$ cat config.mk
export PLATFORM = sky130hd
export DESIGN_NAME = lpff_bin2ang
export DESIGN_NICKNAME = d
export VERILOG_FILES = /design/src/rtl/lpff_pkg.sv /design/src/rtl/lpff_bin2ang.sv
export SDC_FILE = /design/constraint.sdc
export NUM_CORES = 2
export LEC_CHECK = 0
export ABC_CLOCK_PERIOD_IN_PS = 5800
export BUFFER_PORTS_ARGS = -buffer_cell sky130_fd_sc_hd__buf_2
export CORE_MARGIN = 2
export CORE_UTILIZATION = 57
export DETAILED_ROUTE_END_ITERATION = 12
export PLACE_DENSITY = 0.85
export RECOVER_POWER = 50
export SLEW_MARGIN = 20
export SYNTH_ARGS = -nofsm -noshare
export SYNTH_HDL_FRONTEND = slang
export SYNTH_SLANG_ARGS = --single-unit
$ cat constraint.sdc
create_clock -name clk -period 5.8 [get_ports clk]
set_input_delay 1.16 -clock clk [delete_from_list [all_inputs] [get_ports clk]]
set_output_delay 1.16 -clock clk [all_outputs]
set_load 0.05 [all_outputs]
$ cat src/rtl/lpff_pkg.sv
// shared types, constants and tables for the polar frame correction pipeline
// no dependencies; used by every module under rtl
`timescale 1ns / 1ps
package lpff_pkg;

  // cordic datapath widths
  localparam int XW = 36;
  localparam int ZW = 34;
  localparam int TAB_LEN = 24;

  // 1/K of the cordic gain, Q30
  localparam logic [29:0] INV_GAIN = 30'd652032874;

  localparam logic signed [ZW-1:0] HALF_TURN = 34'sh080000000;
  localparam logic signed [ZW-1:0] QUARTER_TURN = 34'sh040000000;

  // atan(2^-i) in binary-angle units, 2^32 per turn
  localparam logic [31:0] ATAN_TAB [TAB_LEN] = '{
    32'd536870912, 32'd316933406, 32'd167458907, 32'd85004756, 32'd42667331,
    32'd21354465, 32'd10679838, 32'd5340245, 32'd2670163, 32'd1335087,
    32'd667544, 32'd333772, 32'd166886, 32'd83443, 32'd41722,
    32'd20861, 32'd10430, 32'd5215, 32'd2608, 32'd1304,
    32'd652, 32'd326, 32'd163, 32'd81
  };

  typedef enum logic [1:0] {
    CFG_MIRROR = 2'd0,
    CFG_YAW    = 2'd1,
    CFG_FWD    = 2'd2
  } cfg_idx_t;

  // sideband that travels with each item
  typedef struct packed {
    logic        valid;
    logic        last;
    logic        pass;
    logic        fzero;
    logic        origin;
    logic [15:0] angle;
    logic [15:0] dist_mm;
    logic [15:0] aw;
  } side_t;

  typedef logic [31:0] tab45_t [45];

  // round((r * 2^(29-frac)) / 45), half up, for the remainder part of the angle scaling
  function automatic tab45_t make_tab45(int frac);
    tab45_t t;
    longint v;
    for (int r = 0; r < 45; r++) begin
      v = (longint'(r) << (29 - frac)) + 64'sd22;
      t[r] = 32'(v / 45);
    end
    return t;
  endfunction

endpackage

$ cat src/rtl/lpff_bin2ang.sv
// binary angle back to degree units, magnitude gain removal and saturation
// depends on lpff_pkg
`timescale 1ns / 1ps
module lpff_bin2ang #(
  parameter int ANGLE_FRAC_BITS = 6
) (
  input  logic                            clk,
  input  logic                            rst,
  input  lpff_pkg::side_t                 sb_i,
  input  logic signed [lpff_pkg::XW-1:0]  x_i,
  input  logic signed [lpff_pkg::ZW-1:0]  z_i,
  output lpff_pkg::side_t                 sb_o,
  output logic [15:0]                     angle_o,
  output logic [16:0]                     dist_o
);

  localparam int F = ANGLE_FRAC_BITS;
  localparam int AMW = F + 9;
  localparam int ZPW = 32 + AMW;
  localparam logic [AMW-1:0] FULL_U = AMW'(360 << F);
  localparam logic [AMW-1:0] HALF_U = AMW'(180 << F);
  localparam logic signed [31:0] FULL_S = 32'(360 << F);

  lpff_pkg::side_t sb1, sb2, sb3;
  logic [31:0] s1_zabs;
  logic s1_neg, s2_neg, s3_neg;
  logic [34:0] s1_x;
  logic [ZPW-1:0] s2_zp;
  logic [46:0] s2_ph;
  logic [47:0] s2_pl;
  logic [AMW-1:0] s3_am;
  logic [19:0] s3_mag;

  logic [31:0] zw;
  logic [ZPW:0] zsum;
  logic [65:0] msum;
  logic signed [31:0] a32;

  always_comb begin
    zw = z_i[31:0];
    zsum = (ZPW + 1)'(s2_zp) + (ZPW + 1)'(33'h080000000);
    msum = 66'({s2_ph, 18'b0}) + 66'(s2_pl) + (66'd1 << 45);
    if (s3_neg) begin
      a32 = -$signed(32'(s3_am));
    end else if (s3_am >= HALF_U) begin
      a32 = $signed(32'(s3_am)) - FULL_S;
    end else begin
      a32 = $signed(32'(s3_am));
    end
  end

  always_ff @(posedge clk) begin
    // stage 1: wrap to half turn, absolute value
    s1_neg <= zw[31];
    s1_zabs <= zw[31] ? (~zw + 32'd1) : zw;
    s1_x <= x_i[34:0];
    // stage 2: products
    s2_zp <= ZPW'(s1_zabs) * ZPW'(FULL_U);
    s2_ph <= 47'(s1_x[34:18]) * 47'(lpff_pkg::INV_GAIN);
    s2_pl <= 48'(s1_x[17:0]) * 48'(lpff_pkg::INV_GAIN);
    s2_neg <= s1_neg;
    // stage 3: rounding
    s3_am <= zsum[32 +: AMW];
    s3_mag <= msum[65:46];
    s3_neg <= s2_neg;
    // stage 4: sign, +180 to -180, saturation
    angle_o <= a32[15:0];
    dist_o <= (s3_mag > 20'h1FFFF) ? 17'h1FFFF : s3_mag[16:0];
  end

  always_ff @(posedge clk) begin
    if (rst) begin
      sb1.valid <= 1'b0;
      sb2.valid <= 1'b0;
      sb3.valid <= 1'b0;
      sb_o.valid <= 1'b0;
    end else begin
      sb1 <= sb_i;
      sb2 <= sb1;
      sb3 <= sb2;
      sb_o <= sb3;
    end
  end

endmodule

==> impl_metrics.py <==
metrics = {
    "logic_synthesis": {
        "yosysTopAreaCellShare": 0.262,
        "synth_flop_cell": "dfxtp_1",
        "ys_ff_latch": 441,
        "ys_types": 64,
        "synth_edf_count": 208,
        "syn-cell-area_sq_mm": 0.0350,
        "yosys.area_share.xor_xnor": 0.0378,
        "synthMuxAreaShare": 0.000572,
        "avgSynthCellArea_sq_um": 11.1,
        "netlist_instances": 3144,
        "yosys-top-cells-area": "fa_1 26%, edfxtp_1 18%, ha_1 16%, dfxtp_1 13%, inv_1 8.8%",
        "synthAdderAreaFrac": 0.425,
        "yosysTopAreaCell": "fa_1",
        "synth_seq_area_share": 0.312,
        "synth_compound_area_frac": 0.0752,
        "synth_top_family_by_area": "adder cells",
        "postSynth.asyncResetShare": 0,
        "yosys.area_share.simple": 0.0583,
        "yosysWarnings": 0,
        "synthesis.nets": 4182,
    },
    "floorplan": {
        "initial_core_util": 0.578,
        "core-area_sq_mm": 0.0605,
        "dieArea_sq_mm": 0.0633,
        "num_rows": 90,
        "io_pins": 211,
        "die_w_um": 252,
        "die_h_um": 252,
    },
    "route": {
        "num_vias": 25000,
        "drt_wl_total_mm": 87.5,
        "ant_nets": 0,
        "drtIter0Drc": 1572,
        "drc": 0,
        "post_drt_wl_per_cell_um": 19.2,
        "vias_per_cell": 5.49,
        "first_pass_iters": 5,
    },
    "placement": {
        "port_buffers": 207,
        "dp_hpwl_mm": 64.4,
        "gp_congestion": 1.02,
        "place_area_sq_mm": 0.0394,
        "dp_slack_ns": -0.532,
    },
    "critical_path": {
        "crit_family": "adder cells",
        "end_kind": "flip-flop",
        "reg2reg_from": "s1_x[7]",
        "reg2reg_to": "s2_pl[46]",
        "required_ns": 6.30,
        "crit_chain": "buf_4 > ha_1 > inv_1 > fa_1 > inv_1 > fa_1 > inv_1 > fa_1 > fa_1 > inv_1 > fa_1 > ha_1 > nand4_1 > a21oi_2 > a211oi_2 > o21ai_2 > a31oi_4 > o31a_1 > o41ai_4 > buf_4 > a21oi_2 > xnor2_1",
        "slowest_stage": "fa_1",
        "path_common_cell": "fa_1",
        "timing.reg2reg.setup_slack_ns": -0.19,
        "worstSetupPathType": "reg -> reg",
        "cp.arrival_ns": 6.49,
        "worst-path-buf-inv": 6,
        "worst_setup_path_start_kind": "flip-flop",
        "r2r_cells": 22,
        "critPathMaxStageDelay_ns": 0.61,
        "path_max_fanout": 4,
    },
    "min_path": {
        "hold-path-endpoint": "s3_neg",
        "holdPathStages": 0,
        "hold_start": "s2_neg",
        "hold_path_class": "reg -> reg",
    },
    "sta": {
        "setup_viol": 15,
        "max_freq_mhz": 167,
        "grt_setup_unrepaired": "yes",
        "layout_setup_ws_ns": -0.189,
        "finalCritPeriodShare": 1.03,
        "whs_ns": 0.326,
        "min_period_ns": 5.99,
        "finClkSkew_ns": 0.0517,
        "tightest_slew_ns": 4.20,
        "maxSlewViolCount": 140,
        "hold_viol": 0,
        "max_slew_margin": -1.80,
    },
    "global_routing": {
        "overflow": 0,
        "grt_max_degree": 122,
        "antenna_found_initial": 1,
        "grt_usage": 0.262,
        "grt_pass1_vias": 25900,
        "grt_pass1_wl_mm": 130,
    },
    "outcome": {
        "status": "complete, but fails checks",
        "violations": "capacitance limit, slew limit, setup timing",
    },
    "layout": {
        "area_growth_pct": 21.8,
        "fin_area_sq_mm": 0.0426,
        "fillCellCount": 3820,
        "layout-drive-gt1-share": 0.238,
        "mostFrequentLayoutCells": "793 x inv_1, 420 x fa_1, 412 x ha_1",
        "final_common_cell": "inv_1",
        "post-route-util": 0.704,
        "fin_nets": 4778,
    },
    "clock_network": {
        "cts_made_buffers": 47,
        "clkLatencyLatePin_ns": 0.62,
        "clock_sinks": 441,
        "cts-root-buf": "clkbuf_16",
        "htree_levels": 2,
        "clk_pin_slew_ns": 0.06,
        "clk_path_buf_depth": 3,
        "cts_tree": "yes",
    },
    "run": {
        "maxCapViolations": 2,
    },
}
-- sequential cells by signal, summed over array words and instances, names as in the netlist --
name / count
dist_o: 17
sb_o: 53
angle_o: 16
s2_ph: 46
s1_zabs: 32
s2_neg: 1
s1_neg: 1
s3_mag: 20
s2_zp: 16
sb3: 53
sb2: 53
s1_x: 35
s2_pl: 29
sb1: 53
s3_am: 15
s3_neg: 1
-- how the worst max path moves through the flow --
stage	from	endpoint	slack, ns	cells past startpoint
4_1_cts	s1_x[24]	s2_ph[45]	-0.05	22
6_report	s1_x[7]	s2_pl[46]	-0.19	22
2_1_floorplan	s1_x[34]	s2_ph[45]	0.008	20
3_5_place_dp	s1_x[31]	s2_ph[44]	-0.53	21
3_3_place_gp	s1_x[31]	s2_ph[44]	-0.37	21
5_1_grt	s1_x[7]	s2_pl[46]	-0.30	22
-- logic make-up (layout without fill, tap and decap cells) --
group                      count (synthesis)  count (layout)
AOI/OAI and AO/OA                        408             408
adders and majority gates                913             913
buffers and inverters                    849            1484
and+or+nand+nor                          380             380
xor gates and xnor gates                 151             151
muxes                                      2               2
other                                      0               1
DFF                                      441             441
-- layer usage --
| layer | routed length, um | vias up | GRT usage |
|---|---|---|---|
| met3 | 5920 | 363 | 0.0424 |
| met5 | 10 | - | 0 |
| met4 | 4890 | 2 | 0.107 |
| met2 | 44200 | 1082 | 0.466 |
| li1 | - | 11300 | - |
| met1 | 32500 | 12300 | 0.317 |
-- worst reg2reg max path, cell delays in order (launching register included) --
cell	delay (ns)
dfxtp_4	0.38
buf_4	0.13
ha_1	0.19
inv_1	0.07
fa_1	0.61
inv_1	0.10
fa_1	0.54
inv_1	0.07
fa_1	0.51
fa_1	0.59
inv_1	0.06
fa_1	0.50
ha_1	0.31
nand4_1	0.10
a21oi_2	0.17
a211oi_2	0.12
o21ai_2	0.29
a31oi_4	0.14
o31a_1	0.38
o41ai_4	0.26
buf_4	0.19
a21oi_2	0.06
xnor2_1	0.12
-- stage by stage --
| stage | instances | TNS, ns |
|---|---|---|
| after floorplan | 3144 | 0 |
| after global placement | 4434 | -3.41 |
| after detailed placement | 4434 | -5.49 |
| after CTS | 4544 | -0.0947 |
| after global routing | 4561 | -3.89 |
| final | 4562 | -1.17 |
-- Yosys cell counts, drive strengths merged, types with 31 or more instances --
| cell type | n |
|---|---|
| fa | 458 |
| nand4 | 32 |
| a21o | 75 |
| xnor2 | 104 |
| o21ai | 71 |
| nand2b | 34 |
| dfxtp | 233 |
| ha | 455 |
| inv | 820 |
| nor2 | 71 |
| edfxtp | 208 |
| nand3 | 31 |
| nand2 | 80 |
| a21oi | 126 |
| xor2 | 47 |
-- area by class of cell --
| type | count | area, sq um | area share |
|---|---|---|---|
| repair buffers | 576 | 3870 | 0.0909 |
| clock inverters | 31 | 317 | 0.00743 |
| flip-flops and latches | 441 | 11000 | 0.258 |
| multi-input cells | 1854 | 22100 | 0.519 |
| inverters | 820 | 3080 | 0.0723 |
| diodes | 1 | 2.50 | 0.0000587 |
| well taps | 782 | 978 | 0.0230 |
| clock buffers | 57 | 1270 | 0.0299 |
-- repair_timing --
item	CTS	global route
hold buffers	0	0
buffers inserted	23	23
hold endpoints to repair	0	0
cloned	0	0
pin swaps	98	96
endpoints found under the setup margin	33	32
resized for setup	140	180
Power is not shown: default switching activity piles up to over one toggle a cycle in this logic, so the estimate is an artifact.
