$ cat config.mk
export PLATFORM = sky130hd
export DESIGN_NAME = lpff_ang2bin
export DESIGN_NICKNAME = d
export VERILOG_FILES = /design/src/rtl/lpff_pkg.sv /design/src/rtl/lpff_ang2bin.sv
export SDC_FILE = /design/constraint.sdc
export NUM_CORES = 2
export LEC_CHECK = 0
export ABC_AREA = 0
export BUFFER_PORTS_ARGS = -buffer_cell sky130_fd_sc_hd__buf_2
export CAP_MARGIN = 10
export CORE_ASPECT_RATIO = 1.1
export CORE_MARGIN = 4
export CORE_UTILIZATION = 60
export CTS_BUF_LIST = sky130_fd_sc_hd__clkbuf_8
export DETAILED_ROUTE_END_ITERATION = 7
export GPL_TIMING_DRIVEN = 0
export PLACE_DENSITY_LB_ADDON = 0.2
export SLEW_MARGIN = 20
export SYNTH_ARGS = -nofsm -noshare
export SYNTH_HDL_FRONTEND = slang
export SYNTH_SLANG_ARGS = --single-unit
$ cat constraint.sdc
create_clock -name clk -period 17.81 [get_ports clk]
set_input_delay 1.781 -clock clk [delete_from_list [all_inputs] [get_ports clk]]
set_output_delay 1.781 -clock clk [all_outputs]
set_load 0.1 [all_outputs]
$ cat src/rtl/lpff_pkg.sv
// shared types, constants and tables for the polar frame correction pipeline
// no dependencies; used by every module under rtl
`timescale 1ns / 1ps
package lpff_pkg;

  // cordic datapath widths
  localparam int XW = 36;
  localparam int ZW = 34;
  localparam int TAB_LEN = 24;

  // 1/K of the cordic gain, Q30
  localparam logic [29:0] INV_GAIN = 30'd652032874;

  localparam logic signed [ZW-1:0] HALF_TURN = 34'sh080000000;
  localparam logic signed [ZW-1:0] QUARTER_TURN = 34'sh040000000;

  // atan(2^-i) in binary-angle units, 2^32 per turn
  localparam logic [31:0] ATAN_TAB [TAB_LEN] = '{
    32'd536870912, 32'd316933406, 32'd167458907, 32'd85004756, 32'd42667331,
    32'd21354465, 32'd10679838, 32'd5340245, 32'd2670163, 32'd1335087,
    32'd667544, 32'd333772, 32'd166886, 32'd83443, 32'd41722,
    32'd20861, 32'd10430, 32'd5215, 32'd2608, 32'd1304,
    32'd652, 32'd326, 32'd163, 32'd81
  };

  typedef enum logic [1:0] {
    CFG_MIRROR = 2'd0,
    CFG_YAW    = 2'd1,
    CFG_FWD    = 2'd2
  } cfg_idx_t;

  // sideband that travels with each item
  typedef struct packed {
    logic        valid;
    logic        last;
    logic        pass;
    logic        fzero;
    logic        origin;
    logic [15:0] angle;
    logic [15:0] dist_mm;
    logic [15:0] aw;
  } side_t;

  typedef logic [31:0] tab45_t [45];

  // round((r * 2^(29-frac)) / 45), half up, for the remainder part of the angle scaling
  function automatic tab45_t make_tab45(int frac);
    tab45_t t;
    longint v;
    for (int r = 0; r < 45; r++) begin
      v = (longint'(r) << (29 - frac)) + 64'sd22;
      t[r] = 32'(v / 45);
    end
    return t;
  endfunction

endpackage

$ cat src/rtl/lpff_ang2bin.sv
// mirror, yaw, half-turn wrap, scale to binary angle, right-half fold
// depends on lpff_pkg
`timescale 1ns / 1ps
module lpff_ang2bin #(
  parameter int ANGLE_FRAC_BITS = 6
) (
  input  logic                            clk,
  input  logic                            rst,
  input  lpff_pkg::side_t                 sb_i,
  input  logic                            mirror_enable,
  input  logic signed [14:0]              yaw_offset,
  output lpff_pkg::side_t                 sb_o,
  output logic signed [lpff_pkg::XW-1:0]  x_o,
  output logic signed [lpff_pkg::ZW-1:0]  z_o
);

  localparam int F = ANGLE_FRAC_BITS;
  localparam int FULL_I = 360 << F;
  localparam int HALF_I = 180 << F;
  localparam int SW = (F + 9 > 18) ? F + 10 : 19;
  localparam int MW = F + 9;
  localparam int VW = SW - F - 3;
  localparam int PW = VW + 13;
  localparam int KW = PW - 16;
  localparam int S = F + 14;
  localparam int M45 = (1 << S) / 45;
  localparam int MMW = S - 4;
  localparam int QW = F + 4;
  localparam int ZW = lpff_pkg::ZW;
  localparam int XW = lpff_pkg::XW;

  localparam logic signed [SW-1:0] FULL_S = SW'(FULL_I);
  localparam logic signed [SW-1:0] HALF_S = SW'(HALF_I);
  localparam logic signed [12:0] RC45 = 13'sd1457;
  localparam logic [MMW-1:0] M45_U = MMW'(M45);
  localparam lpff_pkg::tab45_t TAB = lpff_pkg::make_tab45(F);

  lpff_pkg::side_t sb1, sb2, sb3, sb4, sb5, sb6, sb7, sb8;
  logic signed [SW-1:0] s1_sum, s2_sum, s3_r;
  logic signed [KW-1:0] s2_k;
  logic [45:0] s1_dprod;
  logic [31:0] dq2, dq3, dq4, dq5, dq6, dq7, dq8;
  logic [MW-1:0] s4_mag, s5_mag;
  logic s4_neg, s5_neg, s6_neg, s7_neg;
  logic [QW-1:0] s5_q, s6_q, s7_q;
  logic [6:0] s6_r;
  logic [5:0] s7_r;
  logic signed [ZW-1:0] s8_theta;

  logic signed [16:0] ang17;
  logic signed [SW-1:0] sum_next;
  logic signed [VW-1:0] v2;
  logic signed [PW-1:0] kprod;
  logic signed [SW-1:0] r_next;
  logic signed [SW-1:0] rc, a_full;
  lpff_pkg::side_t sb3_aw;
  logic [MW+MMW-1:0] qprod;
  logic [MW-1:0] r45w;
  logic [32:0] tmag;

  always_comb begin
    ang17 = mirror_enable ? -$signed({sb_i.angle[15], sb_i.angle})
                          : $signed({sb_i.angle[15], sb_i.angle});
    sum_next = SW'(ang17) + SW'(yaw_offset) + HALF_S;
    v2 = VW'(s1_sum >>> (F + 3));
    kprod = PW'(v2) * PW'(RC45);
    r_next = s2_sum - SW'(s2_k) * FULL_S;
    if (s3_r < 0) begin
      rc = s3_r + FULL_S;
    end else if (s3_r >= FULL_S) begin
      rc = s3_r - FULL_S;
    end else begin
      rc = s3_r;
    end
    a_full = rc - HALF_S;
    // wrapped angle joins the sideband of its own item
    sb3_aw = sb3;
    sb3_aw.aw = a_full[15:0];
    qprod = (MW + MMW)'(s4_mag) * (MW + MMW)'(M45_U);
    r45w = s5_mag - MW'(s5_q) * MW'(45);
    tmag = 33'({s7_q, {(29 - F){1'b0}}}) + 33'(TAB[s7_r]);
  end

  always_ff @(posedge clk) begin
    // stage 1: mirror and yaw, distance prescale
    s1_sum <= sum_next;
    s1_dprod <= 46'(sb_i.dist_mm) * 46'(lpff_pkg::INV_GAIN);
    // stage 2: turn count estimate
    s2_sum <= s1_sum;
    s2_k <= kprod[PW-1:16];
    dq2 <= 32'((s1_dprod + 46'd8192) >> 14);
    // stage 3: remainder
    s3_r <= r_next;
    dq3 <= dq2;
    // stage 4: fix-up and center
    s4_neg <= a_full[SW-1];
    s4_mag <= a_full[SW-1] ? MW'(-a_full) : MW'(a_full);
    dq4 <= dq3;
    // stage 5: split magnitude by 45
    s5_q <= qprod[S+QW-1:S];
    s5_mag <= s4_mag;
    s5_neg <= s4_neg;
    dq5 <= dq4;
    // stage 6
    s6_q <= s5_q;
    s6_r <= r45w[6:0];
    s6_neg <= s5_neg;
    dq6 <= dq5;
    // stage 7: one-step quotient correction
    if (s6_r >= 7'd45) begin
      s7_q <= s6_q + 1'b1;
      s7_r <= 6'(s6_r - 7'd45);
    end else begin
      s7_q <= s6_q;
      s7_r <= s6_r[5:0];
    end
    s7_neg <= s6_neg;
    dq7 <= dq6;
    // stage 8: binary angle
    s8_theta <= s7_neg ? -$signed({1'b0, tmag}) : $signed({1'b0, tmag});
    dq8 <= dq7;
    // stage 9: fold into the right half plane
    if (s8_theta > lpff_pkg::QUARTER_TURN) begin
      x_o <= -$signed({4'b0, dq8});
      z_o <= s8_theta - lpff_pkg::HALF_TURN;
    end else if (s8_theta < -lpff_pkg::QUARTER_TURN) begin
      x_o <= -$signed({4'b0, dq8});
      z_o <= s8_theta + lpff_pkg::HALF_TURN;
    end else begin
      x_o <= $signed({4'b0, dq8});
      z_o <= s8_theta;
    end
  end

  always_ff @(posedge clk) begin
    if (rst) begin
      sb1.valid <= 1'b0;
      sb2.valid <= 1'b0;
      sb3.valid <= 1'b0;
      sb4.valid <= 1'b0;
      sb5.valid <= 1'b0;
      sb6.valid <= 1'b0;
      sb7.valid <= 1'b0;
      sb8.valid <= 1'b0;
      sb_o.valid <= 1'b0;
    end else begin
      sb1 <= sb_i;
      sb2 <= sb1;
      sb3 <= sb2;
      sb4 <= sb3_aw;
      sb5 <= sb4;
      sb6 <= sb5;
      sb7 <= sb6;
      sb8 <= sb7;
      sb_o <= sb8;
    end
  end

endmodule

==> flow_summary.ini <==
[clocking]
cts_tree = done
worstSkewPairLatency_ns = 0.76
hold_buffers = 0
clock-root-buffer = clkbuf_8
cts_buffer_depth = 3
cts_max_level = 4
cts_resized = 0
cts_buffers = 140
cts_setup_buffers = 0
clkSinkCount = 922
clkTransAtPathRegs_ns = 0.06

[grt]
grt_pass1_vias = 25100
grt_max_degree = 111
grtUsageTotal_pct = 21.2
grt_pass1_wl_mm = 125
antenna_found_initial = 2
grt-ovfl-total = 0

[route]
wl_met2_mm = 37.9
drtIter0Drc = 1057
first_pass_iters = 5
via_count = 23400
via_per_inst = 5.14
routed-wl-met3_mm = 3.31
routed.top_layer = met4
route.detailed.wl_per_inst_um = 16.6
drc = 0
finalWirelength_mm = 75.6
ant_nets = 0
wl_met1_mm = 31.5

[cells_and_area]
syn_to_final_growth_pct = 11.7
multi_input_area_um2 = 17300
layout-drive-gt1-share_pct = 11.9
finalNonFillerCells = 4543
fin_nets = 4260
regArea_um2 = 22700
num-fill-cells = 5010

[critical_path]
rrSetupSlack_ns = 12.13
slowest_delay_ns = 0.54
r2r_cells = 20
cp.required_ns = 18.44
startpoint_type = input port
worstPathMaxFanout = 9
cpMostUsedCell = inv_1
r2r-start = s4_mag[0]$_DFF_P_
crit_arrival_ns = 8.51
path_class = in2reg
rr_endpoint = s5_q[9]$_DFF_P_
slowest_stage = fa_1
cp_cell_sequence = buf_2 -> inv_1 -> ha_1 -> inv_1 -> fa_1 -> inv_1 -> fa_1 -> fa_1 -> inv_1 -> fa_1 -> inv_1 -> fa_1 -> inv_1 -> ha_1 -> a2111oi_0 -> a21oi_1 -> a311o_1 -> a21boi_0 -> o21ai_0 -> a21boi_0 -> o21bai_1 -> a211oi_1 -> nor2_1
end_kind = flip-flop

[place]
dp_slack_ns = 9.22
dp.cells = 4289
gp_congestion = 0.957
place_hpwl_mm = 57.7
io_buffers = 176

[yosys]
yosys-top-cells-area = edfxtp_1, dfxtp_1, ha_1
yosysWarnings = 0
yosys.area.top_type_share_pct = 30.0
synthCells = 3183
synth_nets = 3939
yosysSeqAreaShare_pct = 53.9
ys_ff_latch = 922
async_reset_ff_share_pct = 0
synth.distinct_cells = 92
synth_enable_flop_cells = 420
synth_flop_cell = dfxtp_1
netlist_area_um2 = 42100
yosys.area.top_type = edfxtp_1
synth_area_per_cell_um2 = 13.2

[floorplanning]
fp-row-count = 101
dieArea_um2 = 74400
die_h_um = 286
core_area_um2 = 69300
initial_utilization_pct = 60.8
io_pins = 194
die_w_um = 261

[sta]
setup_tns_ns = 0
rsz0062_at_grt = no
finalMaxSlewViolations = 0
max_freq_ghz = 0.127
final_hold_viol_count = 0
min_period_over_period_pct = 44.3
relSlewSlack_pct = 39.4
setup_slack_ns = 9.93
finClkSkew_ns = 0.0405
setup_viol = 0
worst_pin_slew_ns = 0.903
period_needed_ns = 7.88

[worst_hold_path]
hold_depth = 0
hold_path.class = reg2reg
min_to = s6_q[7]$_DFF_P_
hp-start = s5_q[7]$_DFF_P_

[outcome]
status = completed

[run]
cap_viol_max_count = 0
registers in the layout, indices dropped and copies added, names as in the netlist, 33 cells and up:
signal	cells
sb5	53
x_o	36
sb2	37
z_o	34
s1_dprod	33
sb7	53
sb1	37
sb8	53
sb6	53
sb3	37
sb4	53
sb_o	53
s8_theta	34
cells by family (layout without fill, tap and decap cells):
logic type                 Yosys count  in the layout  synth area share, %
DFF                                922            922                 53.9
and+or+nand+nor                    407            407                 4.99
adders and majority gates          685            685                 24.9
AOI/OAI and AO/OA                  376            376                 5.98
muxes                               10             10                0.306
buffers and inverters              543            972                 4.98
other                                0              4                    0
xor gates and xnor gates           240            240                 5.00
worst max-delay path, delay by kind of cell:
| family | cells | cell delay [ns] |
|---|---|---|
| fa+ha+maj | 7 | 3.17 |
| buf+inv | 7 | 0.82 |
| compound gates | 8 | 2.68 |
| simple gates | 1 | 0.06 |
synthesized netlist by cell type, types with 4 or more instances:
library cell / n
or4_1: 8
nand2_1: 104
edfxtp_1: 420
nor2_1: 77
o41ai_1: 10
ha_1: 431
buf_6: 6
buf_2: 10
nor3_1: 23
xnor2_1: 159
a21boi_0: 9
a211oi_1: 10
o21ai_1: 6
mux2i_1: 5
o21bai_1: 12
o31ai_1: 16
o22ai_1: 4
o21ai_0: 72
o211ai_1: 13
nand2b_1: 22
or3_1: 12
and3_1: 14
nor2b_1: 30
nor4_1: 16
inv_1: 506
a31oi_1: 9
a21o_1: 46
nand4_1: 20
dfxtp_1: 502
and2_1: 6
fa_1: 254
o31a_1: 4
or2_2: 14
clkbuf_1: 17
xor2_1: 81
nand3_1: 36
and4_1: 5
a21oi_1: 98
o21a_1: 20
final cells by class:
cell class | count | share of cell area, %
sequential | 922 | 48.2
multi-input combinational | 1718 | 36.9
clock buffer | 158 | 4.63
clock inverter | 92 | 1.28
tap | 927 | 2.47
inverter | 508 | 4.07
buffer | 35 | 0.402
timing repair buffer | 179 | 2.05
antenna | 4 | 0.0213
cells in the final DEF (no fill, tap or decap), types with 14 or more instances in the layout:
cell,count
a21o_1,46
a21oi_1,98
and3_1,14
buf_2,186
clkbuf_1,17
clkbuf_8,158
dfxtp_1,502
edfxtp_1,420
fa_1,254
ha_1,431
inv_1,558
nand2_1,104
nand2b_1,22
nand3_1,36
nand4_1,20
nor2_1,77
nor2b_1,30
nor3_1,23
nor4_1,16
o21a_1,20
o21ai_0,72
o31ai_1,16
or2_2,14
xnor2_1,159
xor2_1,81
per-layer routing:
metal | up-vias | GRT usage [%]
met1 | 11300 | 26.6
li1 | 11400 | -
met5 | - | 0
met4 | 0 | 8.47
met3 | 187 | 4.20
met2 | 488 | 36.2
worst max-delay path by stage:
stage	cells after the start	slack, ns	to	startpoint
4_1_cts	23	10.01	s1_dprod[43]$_DFF_P_	sb_i[21]
5_1_grt	23	9.50	s1_dprod[43]$_DFF_P_	sb_i[21]
3_5_place_dp	23	9.22	s1_dprod[43]$_DFF_P_	sb_i[21]
2_1_floorplan	1	7.18	sb1[16]$_DFFE_PN_	rst
3_3_place_gp	2	4.44	sb1[18]$_DFFE_PN_	rst
6_report	23	9.93	s1_dprod[43]$_DFF_P_	sb_i[21]
metrics by stage:
step	instance area (um2)	util, %	hold WS, ns
final	47000	67.9	0.306
after global routing	47000	67.9	0.317
after CTS	47000	67.9	0.311
after detailed placement	44200	63.8	0.312
after global placement	44100	63.7	0.311
after floorplan	42100	-	0.310
Power is not shown: default switching activity piles up to over one toggle a cycle in this logic, so the estimate is an artifact.
